File: config.mk
export PLATFORM = sky130hd
export DESIGN_NAME = bpq_min_scan
export DESIGN_NICKNAME = d
export VERILOG_FILES = /design/src/hw/rtl/bpq_pkg.sv /design/src/hw/rtl/bpq_min_scan.sv
export VERILOG_INCLUDE_DIRS = /design/src /design/src/hw/rtl
export SDC_FILE = /design/constraint.sdc
export NUM_CORES = 1
export LEC_CHECK = 0
export ABC_AREA = 1
export BUFFER_PORTS_ARGS = -buffer_cell sky130_fd_sc_hd__buf_2
export CORE_MARGIN = 2
export CORE_UTILIZATION = 50
export CTS_CLUSTER_DIAMETER = 120
export DETAILED_ROUTE_END_ITERATION = 10
export PLACE_DENSITY_LB_ADDON = 0.3
export RECOVER_POWER = 50
export SYNTH_ARGS = -nofsm -noshare
export SYNTH_HDL_FRONTEND = slang
export SYNTH_SLANG_ARGS = --single-unit
File: constraint.sdc
create_clock -name i_clk -period 4.3 [get_ports i_clk]
set_clock_uncertainty 0.15 [all_clocks]
set_input_delay 0 -clock i_clk [delete_from_list [all_inputs] [get_ports i_clk]]
set_output_delay 0 -clock i_clk [all_outputs]
set_load 0.01 [all_outputs]
File: src/hw/rtl/bucket_priority_queue_unit_assert.svh
// assertion macros for the bucket priority queue unit
// used by the rtl files in this folder; no other dependencies
`ifndef BUCKET_PRIORITY_QUEUE_UNIT_ASSERT_SVH
`define BUCKET_PRIORITY_QUEUE_UNIT_ASSERT_SVH
`ifndef SYNTHESIS
`define BPQ_ASSERT(label, prop, msg) \
    label: assert property (@(posedge i_clk) disable iff (!i_rst_n) prop) else $error(msg);
`define BPQ_ASSERT_NEXT(label, cond, prop, msg) \
    label: assert property (@(posedge i_clk) disable iff (!i_rst_n) (cond) |=> (prop)) \
        else $error(msg);
`else
`define BPQ_ASSERT(label, prop, msg)
`define BPQ_ASSERT_NEXT(label, cond, prop, msg)
`endif
`endif

File: src/hw/rtl/bpq_pkg.sv
// shared types and constants of the bucket priority queue unit
// no dependencies; imported by bpq_min_scan and bucket_priority_queue_unit
package bpq_pkg;

    localparam int KEY_W    = 8;
    localparam int PAY_W    = 32;
    localparam int STATUS_W = 3;
    localparam int CNT_W    = 11;
    localparam int MIN_W    = 9;
    localparam int GRP_BITS = 4;
    localparam int GRP_W    = 1 << GRP_BITS;

    localparam logic FN_PUSH = 1'b0;
    localparam logic FN_POP  = 1'b1;

    typedef enum logic [STATUS_W-1:0] {
        ST_PUSHED = 3'd0,
        ST_POPPED = 3'd1,
        ST_EMPTY  = 3'd2,
        ST_FULL   = 3'd3,
        ST_BADKEY = 3'd4
    } t_status;

    typedef enum logic [2:0] {
        S_IDLE,
        S_STEP1,
        S_STEP2,
        S_SCAN,
        S_WAIT
    } t_state;

endpackage

File: src/hw/rtl/bpq_min_scan.sv
// two-stage search for the lowest set bit of the bucket occupancy map
// depends on bpq_pkg and bucket_priority_queue_unit_assert.svh
`include "bucket_priority_queue_unit_assert.svh"
module bpq_min_scan #(
    parameter int NUM_KEYS = 256,
    parameter int BW       = 9
) (
    input  logic                i_clk,
    input  logic                i_rst_n,
    input  logic                i_start,
    input  logic [NUM_KEYS-1:0] i_occ,
    output logic                o_done,
    output logic [BW-1:0]       o_min
);
    import bpq_pkg::*;

    localparam int NGRP = (NUM_KEYS + GRP_W - 1) / GRP_W;
    localparam int GIW  = (NGRP > 1) ? $clog2(NGRP) : 1;
    localparam int PADW = NGRP * GRP_W;

    logic [PADW-1:0]     occ_pad;
    logic                grp_hit;
    logic [GIW-1:0]      grp_sel;
    logic [GRP_W-1:0]    grp_word;
    logic [GRP_BITS-1:0] bit_sel;

    logic                r_v1;
    logic                r_hit1;
    logic [GIW-1:0]      r_grp;
    logic [GRP_W-1:0]    r_word;
    logic                r_done;
    logic [BW-1:0]       r_min;

    assign occ_pad = PADW'(i_occ);

    // stage 1: first group with any occupied bucket
    always_comb begin
        grp_hit = 1'b0;
        grp_sel = '0;
        for (int g = NGRP - 1; g >= 0; g--) begin
            if (|occ_pad[g*GRP_W +: GRP_W]) begin
                grp_hit = 1'b1;
                grp_sel = GIW'(g);
            end
        end
        grp_word = occ_pad[grp_sel*GRP_W +: GRP_W];
    end

    // stage 2: first bucket inside that group
    always_comb begin
        bit_sel = '0;
        for (int b = GRP_W - 1; b >= 0; b--) begin
            if (r_word[b]) begin
                bit_sel = GRP_BITS'(b);
            end
        end
    end

    always_ff @(posedge i_clk) begin
        if (!i_rst_n) begin
            r_v1   <= 1'b0;
            r_done <= 1'b0;
        end else begin
            r_v1   <= i_start;
            r_done <= r_v1;
        end
    end

    always_ff @(posedge i_clk) begin
        if (i_start) begin
            r_hit1 <= grp_hit;
            r_grp  <= grp_sel;
            r_word <= grp_word;
        end
        if (r_v1) begin
            r_min <= r_hit1 ? BW'({r_grp, bit_sel}) : BW'(NUM_KEYS);
        end
    end

    assign o_done = r_done;
    assign o_min  = r_min;

    `BPQ_ASSERT_NEXT(a_scan_stage, r_v1, r_done, "scan stage 2 did not follow stage 1")
    `BPQ_ASSERT(a_scan_done_src, r_done |-> $past(r_v1), "scan done without stage 1")
    `BPQ_ASSERT(a_scan_no_overlap, i_start |-> (!r_v1 && !r_done), "scan restarted in flight")

endmodule

# Word-level counts from Yosys, hierarchy flattened

Index checks and enable logic that the tools add are counted.

Div/mod/pow operators: 0
Multiply operators: 0
Add/subtract/negate cells: 0
Shifts and indexed selects: 1
Reductions and logical operators: 21
Magnitude comparators: 0
Bitwise operators: 1
Multiplexer cells: 34
Equality and inequality tests: 0

Operators by type and width:

| cell                                                     | number |
|---|---|
| 16-bit OR reduction                                      | 16 |
| 256-bit by 9-bit variable part select with 16-bit output | 1 |
| 240-bit OR reduction                                     | 1 |
| 4-bit two-way mux                                        | 32 |
| 9-bit two-way mux                                        | 1 |
| 9-bit OR reduction                                       | 1 |
| 5-bit OR reduction                                       | 1 |
| 3-bit OR reduction                                       | 1 |
| 2-bit OR reduction                                       | 1 |
| 1-bit two-way mux                                        | 1 |
| 1-bit inverter                                           | 1 |

Memories: 0
Latch bits: 0
RAM bits: 0
Output and inout port bits: 10
Bits in read-only memories: 0
Word-level logic and storage cells: 68
Bits in registers: 32
Input port bits: 259

# Logic depth before layout (Yosys ltp)

Gate-level depths: netlist of the first run.

Depth in word-level cells: 18
Mapped depth: 27
Gate-level depth less buffers: 27

# Least setup slack after synthesis of the first run

No wires, ideal clock.

Path kind: in2reg
From: in i_occ[21]
To: reg r_word[10], data pin
Arrival: 1.767 ns
Slack: 2.129 ns
Library setup time: 0.254 ns
Stages: 12
Cell sequence: or4_1 -> nor4_4 -> nand2_1 -> inv_2 -> nand2_1 -> inv_2 -> nand2_2 -> clkinv_2 -> buf_4 -> nand3_1 -> nand3_1 -> nand2_1

Longest elaborated chain between the ends: 4

RTL lines:

| what                                                     | RTL line           | text |
|---|---|---|
| from (decl)                                              | bpq_min_scan.sv:11 | `input logic [NUM_KEYS-1:0] i_occ,` |
| 16-bit OR reduction                                      | bpq_min_scan.sv:41 | `if (\|occ_pad[g*GRP_W +: GRP_W]) begin` |
| 4-bit two-way mux (2 in series)                          | bpq_min_scan.sv:41 |  |
| via grp_sel[2]                                           | bpq_min_scan.sv:23 | `logic [GIW-1:0] grp_sel;` |
| 256-bit by 9-bit variable part select with 16-bit output | bpq_min_scan.sv:46 | `grp_word = occ_pad[grp_sel*GRP_W +: GRP_W];` |
| via grp_word[10]                                         | bpq_min_scan.sv:24 | `logic [GRP_W-1:0] grp_word;` |
| to (signal assigned)                                     | bpq_min_scan.sv:73 | `r_word <= grp_word;` |
| to (decl)                                                | bpq_min_scan.sv:30 | `logic [GRP_W-1:0] r_word;` |

The timed path passes the listed nets, and every way through them passes these cells.
A chain may end at the register's enable or synchronous reset.

# Worst setup path in the final report of the first run

From: in i_occ[13]
To: reg r_word[14], data pin

Longest elaborated chain between the ends: 3

RTL lines:

| what                                                     | RTL line |
|---|---|
| 16-bit OR reduction                                      | bpq_min_scan.sv:41 |
| 4-bit two-way mux                                        | bpq_min_scan.sv:41 |
| 256-bit by 9-bit variable part select with 16-bit output | bpq_min_scan.sv:46 |
| via grp_word[14]                                         | bpq_min_scan.sv:24 |

The timed path passes the listed nets, and every way through them passes these cells.

==> results of run 1 <==
## final cells by class
cell class	count	area, sq um	area share
multi-input cells	661	3193	0.4713
clock buffers	5	68.82	0.01016
well taps	136	170.2	0.02512
flip-flops and latches	32	940.9	0.1389
repair buffers	297	1593	0.2351
clock inverters	3	18.77	0.002770
inverters	210	790.8	0.1167
## synthesized netlist by cell type
cell type,number,share of area
a211oi_1,1,0.0014
a21oi_1,34,0.033
a311oi_1,1,0.0017
a31oi_1,2,0.0024
and2_0,1,0.0012
and2_1,1,0.0012
buf_1,2,0.0014
buf_2,23,0.022
buf_4,4,0.0058
buf_6,7,0.015
clkbuf_1,16,0.012
clkinv_1,1,0.00072
clkinv_2,1,0.00096
dfxtp_1,2,0.0077
edfxtp_1,30,0.17
inv_1,204,0.15
inv_2,4,0.0029
nand2_1,245,0.18
nand2_2,3,0.0036
nand3_1,227,0.22
nand3b_1,32,0.046
nand4_1,28,0.034
nor2_1,33,0.024
nor2_2,1,0.0012
nor3_1,5,0.0048
nor3_4,1,0.0031
nor4_1,34,0.041
nor4_4,1,0.0041
o21a_1,2,0.0029
o21ai_0,3,0.0029
o311ai_0,1,0.0017
o31ai_1,1,0.0014
or4_1,4,0.0058
## power by group
part | switching, uW | leakage (uW) | total [uW] | internal (uW)
logic | 172 | 0.00354 | 328 | 156
registers | 12.5 | 0.000299 | 377 | 364
clock network | 115 | 0.0000479 | 227 | 113
## how the worst max path moves through the flow
stage / from / endpoint / slack [ns] / cells after the start
2_1_floorplan: i_occ[21] / r_word[10] / 2.13 / 12
3_3_place_gp: i_occ[221] / r_word[13] / 0.92 / 26
3_5_place_dp: i_occ[221] / r_word[7] / 0.88 / 26
4_1_cts: i_occ[221] / r_word[14] / 0.91 / 26
5_1_grt: i_occ[221] / r_word[14] / 0.48 / 26
6_report: i_occ[13] / r_word[14] / 0.75 / 13
## critical path: stages
cell           delay [ns]
dlygate4sd3_1        0.54
buf_2                0.13
nor4_1               0.42
nand4_1              0.28
clkinv_2             0.12
buf_4                0.48
nand2_4              0.27
inv_2                0.32
a21oi_1              0.12
dlygate4sd3_1        0.59
nand2_1              0.10
a21oi_1              0.07
nand2_1              0.11
## flip-flops by register name, indices dropped and copies added (netlist names)
signal  cells
r_word     16
o_min       9
r_grp       4
o_done      1
r_hit1      1
r_v1        1
## kinds of logic after synthesis
group / synth area share
simple gates: 0.5644
compound gates: 0.04711
buf+inv: 0.2077
flops: 0.1808
## metrics by stage
step | worst slack, ns | power [uW] | area [sq um] | hold slack, ns | util
2_1_floorplan | 2.129 | 506.4 | 5205 | -0.05655 | -
3_3_place_gp | 0.9219 | 693.1 | 6511 | 0.04681 | 0.6364
3_5_place_dp | 0.8805 | 692.9 | 6511 | 0.06086 | 0.6364
4_1_cts | 0.9118 | 928.7 | 6789 | 0.0001811 | 0.6636
5_1_grt | 0.4818 | 986.0 | 6775 | 0.01812 | 0.6622
6_report | 0.7484 | 932.3 | 6775 | 0.0002180 | 0.6622
## layer usage
metal / global-route usage / up-vias / share of wire
li1: - / 3596 / -
met5: 0 / - / 0
met3: 0.05028 / 61 / 0.088
met2: 0.5889 / 426 / 0.48
met1: 0.4512 / 3173 / 0.40
met4: 0.1269 / 0 / 0.033
## timing repair
action / in CTS / in global routing
hold endpoints to repair: 13 / 0
endpoints found under the setup margin: 0 / 0
hold buffers: 19 / 0
buffers inserted: 0 / 0
==> reports/metrics.csv, run 1 <==
stage,metric,value,unit
yosys,Netlist cell types,33,
finish,"most common cell after layout, fill and taps aside",buf_2,
setup_path,Worst setup EP type,flop,
sta,max-slew violation count,0,
global_route,Tot GR Track Use,0.3481,
clock_tree,H-tree Lvls,2,
floorplanning,die area,11240,sq um
place,placed cell count,1317,
place,dpl hpwl,16260,microns
setup_path,critical path peak fanout,56,
finish,Area Overhead vs Synth,30.17,%
clock_tree,Clock Pin Slew Worst Setup and Hold Paths,0.07,ns
worst_hold_path,Hold Path Depth,5,
sta,setup_tns,0,ns
finish,antenna fix cells,0,
floorplanning,die height,106.0,microns
finish,Final #Nets,1466,
floorplanning,core area,10230,sq um
setup_path,crit path DAT,3.56,ns
sta,final period utilization,0.8259,
drt,WL/cell,14.85,microns
yosys,post-synth net total,1214,
drt,Vias,7256,
setup_path,reg2reg end,o_min[1],
sta,final setup fails,0,
yosys,synthesized area,5205,sq um
global_route,first-pass GRT wire length,31800,microns
drt,total wire length,19960,microns
yosys,Yosys warning count,0,
finish,"non-filler cells, final",1344,
pwr,Cell Pwr Density,137.6,nW/um^2
yosys,Post-Synthesis Cells,955,
setup_path,CP Launch Type,primary input,
clock_tree,CTS tree,built,
drt,first drt pass iteration count,5,
global_route,vias in the first global route,6823,
place,PortBufs,268,
status,status,completed,
setup_path,R2R setup slack,2.57,ns
floorplanning,Rows,37,
finish,share of cells above drive strength 1,0.2376,
clock_tree,Sink Count,32,
sta,RSZ-0062 raised after global routing,false,
sta,Slew @ Worst Pin,1.242,ns
global_route,grt total ovfl,0,
drt,Antenna Nets Post-Route,0,
sta,fmax,281.6,MHz
clock_tree,Clock Tree Root,clkbuf_8,
finish,fill count,1043,
sta,worst rel slew slack,0.1719,
setup_path,reg2reg start,r_word[15],
clock_tree,clk buf depth,2,
worst_hold_path,min-delay src,i_occ[4],
place,placer congestion estimate,1.042,
finish,most frequent cells in the layout,"257 x buf_2, 245 x nand2_1, 227 x nand3_1, 204 x inv_1",
setup_path,Crit Path Category,in2reg,
drt,DRC,0,
clock_tree,post-CTS resize count,0,
worst_hold_path,Worst Hold Class,in2reg,
floorplanning,die span in x,106.0,microns
yosys,synthesis-stage register bit count,32,
yosys,post-synthesis sequential area ratio,0.1808,
global_route,largest net degree at the start of global routing,64,
sta,endpoints failing hold,0,
setup_path,depth of the most critical reg-to-reg path,6,
sta,Tmin final,3.552,ns
yosys,Mean Syn Cell Area,5.450,sq um
worst_hold_path,WHS Endpoint,r_word[4],
setup_path,CP required,4.30,ns
pwr,peak supply drop,0.1586,mV
pwr,P_leak,0.003886,uW
clock_tree,worst-skew pair later-pin latency,0.29,ns
drt,vias per cell,5.399,
floorplanning,initial core utilization,0.5087,
clock_tree,total CTS buffers,5,
flow_run,Max-cap violations,0,
floorplanning,IO Count,269,
global_route,initial antenna violation count,0,
drt,Detailed Route Iter0 Violations,705,
Note: power is estimated with default switching activity, not from simulation.
==> run 2: changes to the inputs <==
--- a/config.mk
+++ b/config.mk
@@ -9,7 +9,7 @@
 export ABC_AREA = 1
 export BUFFER_PORTS_ARGS = -buffer_cell sky130_fd_sc_hd__buf_2
 export CORE_MARGIN = 2
-export CORE_UTILIZATION = 50
+export CORE_UTILIZATION = 47
 export CTS_CLUSTER_DIAMETER = 120
 export DETAILED_ROUTE_END_ITERATION = 10
 export PLACE_DENSITY_LB_ADDON = 0.3
==> constraint.sdc (replaced) <==
create_clock -name i_clk -period 3.45 [get_ports i_clk]
set_clock_uncertainty 0.15 [all_clocks]
set_input_delay 0 -clock i_clk [delete_from_list [all_inputs] [get_ports i_clk]]
set_output_delay 0 -clock i_clk [all_outputs]
set_load 0.01 [all_outputs]
==> run 2 against run 1 <==
Clock power rose by 20%. Clock-buffer cell count is the same. Core utilization is 2.2 points lower. Global-route usage shrank 2.2 points. Die area grew 6.1%.
==> reports/metrics.csv, run 2 (synthesis gave the netlist of run 1 again) <==
stage,metric,value,unit
status,status,completed,
clock_tree,Clock Tree Root,clkbuf_8,
drt,first drt pass iteration count,5,
floorplanning,die height,109.2,microns
setup_path,R2R setup slack,1.70,ns
global_route,largest net degree at the start of global routing,113,
setup_path,reg2reg end,o_min[1],
floorplanning,die span in x,109.2,microns
drt,vias per cell,5.436,
finish,Util after Layout,0.6398,
global_route,first-pass GRT wire length,30490,microns
pwr,P_leak,0.003955,uW
sta,PnR worst setup slack,0.3711,ns
finish,antenna fix cells,0,
setup_path,depth of the most critical reg-to-reg path,6,
place,pre-CTS WS,0.5444,ns
pwr,peak supply drop,0.1982,mV
sta,final period utilization,0.8924,
worst_hold_path,WHS Endpoint,r_word[7],
floorplanning,initial core utilization,0.4801,
sta,setup_tns,0,ns
pwr,Cell Pwr Density,167.3,nW/um^2
floorplanning,Rows,38,
worst_hold_path,min-delay src,i_occ[23],
sta,Hold Worst Slack,0.01364,ns
drt,Antenna Nets Post-Route,0,
flow_run,Max-cap violations,0,
clock_tree,CTS tree,built,
clock_tree,total CTS buffers,5,
finish,"most common cell after layout, fill and taps aside",buf_2,
sta,fmax,324.8,MHz
setup_path,reg2reg start,r_word[14],
drt,DRC,0,
finish,Area Overhead vs Synth,33.25,%
global_route,initial antenna violation count,0,
setup_path,CP required,3.34,ns
worst_hold_path,Hold Path Depth,5,
floorplanning,die area,11930,sq um
place,placed cell count,1320,
global_route,grt total ovfl,0,
clock_tree,clk buf depth,2,
finish,max FFs per register,16,
drt,Vias,7388,
global_route,Tot GR Track Use,0.3257,
drt,total wire length,20250,microns
clock_tree,worst-skew pair later-pin latency,0.29,ns
finish,most frequent cells in the layout,"257 x buf_2, 245 x nand2_1, 227 x nand3_1, 204 x inv_1",
sta,RSZ-0062 raised after global routing,false,
sta,Slew @ Worst Pin,1.221,ns
sta,max-slew violation count,0,
drt,WL/cell,14.90,microns
place,dpl hpwl,16080,microns
finish,fill count,1071,
finish,share of cells above drive strength 1,0.2346,
place,PortBufs,268,
place,placer congestion estimate,0.9226,
clock_tree,Sink Count,32,
finish,Final #Nets,1477,
setup_path,critical path peak fanout,43,
global_route,vias in the first global route,6441,
setup_path,crit path DAT,2.97,ns
drt,Detailed Route Iter0 Violations,683,
floorplanning,IO Count,269,
setup_path,CP Launch Type,primary input,
floorplanning,core area,10840,sq um
sta,final setup fails,0,
setup_path,Crit Path Category,in2reg,
sta,Tmin final,3.079,ns
finish,largest reg by FF count,r_word,
sta,endpoints failing hold,0,
setup_path,Worst setup EP type,flop,
clock_tree,Post-CTS Setup Inserts,0,
worst_hold_path,Worst Hold Class,in2reg,
clock_tree,H-tree Lvls,2,
finish,multi-input logic area,3193,sq um
sta,worst rel slew slack,0.1863,
finish,"non-filler cells, final",1359,
clock_tree,Clock Pin Slew Worst Setup and Hold Paths,0.06,ns
finish,register area,940.9,sq um
[run 2: power by group]
group          switching (uW)  internal (uW)
sequential               16.2            454
combinational             213            203
clock                     137            137
[run 2: repair_timing]
item	in CTS	in global routing
setup endpoints to repair	0	6
hold buffers	30	0
endpoints found under the hold margin	17	0
resized for setup	0	1
[run 2: critical path, cell delays in order]
cell and delay [ns]:
buf_2 0.11, nor4_1 0.34, inv_1 0.09, nor4_1 0.43, nand2_1 0.10, nand2_1 0.07, nand2_1 0.05, nand2_1 0.05
nand2_1 0.05, nand2_1 0.10, nand2_4 0.08, nand2_4 0.12, buf_16 0.21, inv_2 0.17, a21oi_1 0.18, dlygate4sd3_1 0.58
nand2_1 0.06, a21oi_1 0.13, nand2_1 0.07
[run 2: metal layers]
layer  track usage  vias to the layer above  wire (microns)
li1              -                     3619               -
met1        0.4383                     3273            8179
met2        0.5488                      433            9571
met3       0.03108                       63            1812
met4        0.1040                        0             683
met5             0                        -               0
[run 2: worst max-delay path by stage]
stage	start	to	depth (start not counted)
2_1_floorplan	i_occ[21]	r_word[10]	12
3_3_place_gp	i_occ[163]	r_word[6]	10
3_5_place_dp	i_occ[163]	r_word[6]	10
4_1_cts	i_occ[121]	r_word[0]	19
5_1_grt	i_occ[221]	r_word[3]	27
6_report	i_occ[121]	r_word[3]	19
[run 2: area by class of cell]
cell class,instances,share of cell area
clock inverters,3,0.001984
well taps,140,0.02526
flip-flops and latches,32,0.1357
clock buffers,5,0.009922
repair buffers,308,0.2528
inverters,210,0.1140
multi-input cells,661,0.4604
[run 2: stage by stage]
stage / instance area, sq um / total power [uW]
after CTS: 6917 / 1154
after global placement: 6534 / 857.1
after global routing: 6935 / 1231
after floorplan: 5205 / 631.1
final: 6935 / 1160
after detailed placement: 6534 / 860.5
==> run 3: changes to the inputs <==
--- a/config.mk
+++ b/config.mk
@@ -7,7 +7,7 @@
 export NUM_CORES = 1
 export LEC_CHECK = 0
 export ABC_AREA = 1
-export BUFFER_PORTS_ARGS = -buffer_cell sky130_fd_sc_hd__buf_2
+export BUFFER_PORTS_ARGS = -buffer_cell sky130_fd_sc_hd__buf_4
 export CORE_MARGIN = 2
 export CORE_UTILIZATION = 47
 export CTS_CLUSTER_DIAMETER = 120
==> run 3 against run 2 <==
Combinational power increased by 22%. Die area is the same. Register-to-register slack got worse by 0.09 ns. Clock power rose by 34%. Fmax decreased by 2.8%. Critical path type unchanged. Critical endpoint is now r_word[12]. Largest cell class unchanged.
==> reports/metrics.csv, run 3 (synthesis gave the netlist of run 1 again) <==
stage,metric,value,unit
floorplanning,core area,10840,sq um
floorplanning,die area,11930,sq um
worst_hold_path,Worst Hold Class,in2reg,
finish,most frequent cells in the layout,"261 x buf_4, 245 x nand2_1, 227 x nand3_1, 204 x inv_1, 34 x nor4_1",
pwr,Psw,390.8,uW
setup_path,crit path DAT,3.06,ns
pwr,P_leak,0.004186,uW
finish,"Design Area, Final",7637,sq um
sta,PnR worst setup slack,0.2809,ns
finish,antenna fix cells,0,
pwr,Cell Pwr Density,176.1,nW/um^2
sta,max-slew violation count,0,
place,pre-CTS WS,0.4368,ns
finish,"most common cell after layout, fill and taps aside",buf_4,
setup_path,Crit Path Category,in2reg,
finish,largest reg by FF count,r_word,
clock_tree,H-tree Lvls,2,
pwr,combinational fraction of design power,0.378,
floorplanning,die height,109.2,microns
drt,Vias,7598,
clock_tree,total CTS buffers,5,
pwr,Pint,954.2,uW
sta,setup_tns,0,ns
drt,WL/cell,15.82,microns
sta,worst rel slew slack,0.1040,
floorplanning,Rows,38,
drt,total wire length,21510,microns
floorplanning,initial core utilization,0.4801,
sta,fmax,315.6,MHz
pwr,peak supply drop,0.1956,mV
sta,final period utilization,0.9186,
pwr,clock share of power,0.273,
clock_tree,CTS tree,built,
clock_tree,Clock Pin Slew Worst Setup and Hold Paths,0.07,ns
sta,endpoints failing hold,0,
sta,RSZ-0062 raised after global routing,false,
sta,Tmin final,3.169,ns
finish,share of cells above drive strength 1,0.2344,
setup_path,CP Launch Type,primary input,
drt,vias per cell,5.587,
clock_tree,Clock Tree Root,clkbuf_8,
clock_tree,Post-CTS Setup Inserts,0,
floorplanning,IO Count,269,
drt,Antenna Nets Post-Route,0,
place,placer congestion estimate,0.9615,
global_route,vias in the first global route,6949,
clock_tree,Sink Count,32,
clock_tree,worst-skew pair later-pin latency,0.29,ns
place,dpl hpwl,16810,microns
finish,Area Overhead vs Synth,46.73,%
flow_run,Max-cap violations,0,
finish,Util after Layout,0.7045,
global_route,initial antenna violation count,0,
status,status,completed,
setup_path,CP required,3.35,ns
pwr,Sw Share,0.2906,
drt,DRC,0,
sta,Slew @ Worst Pin,1.344,ns
place,PortBufs,268,
drt,first drt pass iteration count,6,
clock_tree,clk buf depth,2,
global_route,first-pass GRT wire length,33150,microns
setup_path,critical path peak fanout,32,
finish,max FFs per register,16,
global_route,largest net degree at the start of global routing,113,
place,Post-DP Area,7222,sq um
floorplanning,die span in x,109.2,microns
pwr,sequential power share,0.349,
drt,Detailed Route Iter0 Violations,778,
finish,Final #Nets,1478,
setup_path,Worst setup EP type,flop,
global_route,grt total ovfl,0,
sta,final setup fails,0,
global_route,Tot GR Track Use,0.3516,
[run 3: cell types whose count changed in the layout (fill, tap and decap cells not counted), sizes merged]
cell / before / now
clkinv: 5 / 3
clkinvlp: 0 / 1
clkbuf: 17 / 16
buf: 266 / 265
bufinv: 0 / 1
dlygate4sd3: 30 / 33
[run 3: path summary, 6_finish.rpt]
path | cells past startpoint | to | from | slack, ns
max | 23 | r_word[12] | i_occ[189] | 0.28
max reg2reg | 6 | o_min[1] | r_word[14] | 1.61
min reg2reg | 2 | o_min[7] | r_grp[3] | 0.36
min | 7 | r_word[2] | i_occ[2] | 0.04
[run 3: area by class of cell]
cell class,count,area [sq um]
clock buffers,5,68.82
fillers,1013,3203
multi-input cells,661,3206
inverters,210,793.3
repair buffers,309,2411
clock inverters,3,42.54
well taps,140,175.2
flip-flops and latches,32,940.9
[run 3: repair_timing]
item                       in CTS  in global routing
hold endpoints to repair       38                  0
gates resized for setup         0                  4
setup endpoints to repair       0                  3
hold buffers                   33                  0
[run 3: per-stage QoR]
step           total power, uW  instances  hold WS (ns)
2_1_floorplan            631.1        955      -0.05655
3_3_place_gp             946.0       1319       0.04333
3_5_place_dp             950.4       1319       0.04745
4_1_cts                   1341       1360       0.01790
5_1_grt                   1410       1360       0.06141
6_report                  1345       1360       0.03627
[run 3: worst max-delay path: stages]
cell	delay, ns
buf_4	0.11
nor4_1	0.31
nand2_1	0.10
nor2_1	0.25
nand2_1	0.10
nand2_1	0.06
nand2_1	0.05
nand2_1	0.08
nand2_1	0.05
nand2_1	0.07
nand2_1	0.04
nand2_1	0.05
nand2_1	0.05
nand2_1	0.09
nand2_4	0.09
nand2_8	0.15
buf_12	0.21
inv_4	0.12
a21oi_1	0.15
dlygate4sd3_1	0.57
nand2_1	0.05
a21oi_1	0.21
nand2_1	0.09
[run 3: power by group through the flow]
stage	Clock [uW]	Sequential, uW	Combinational (uW)
2_1_floorplan	0	477	155
3_3_place_gp	0	477	469
3_5_place_dp	0	478	472
4_1_cts	369	470	503
5_1_grt	384	473	554
6_report	367	470	508
[run 3: per-layer routing]
metal,vias up,wire length [microns],global-route usage
met1,3361,7997,0.4474
met3,72,2323,0.05380
met4,0,697,0.1130
met5,-,0,0
li1,3631,-,-
met2,534,10500,0.6083
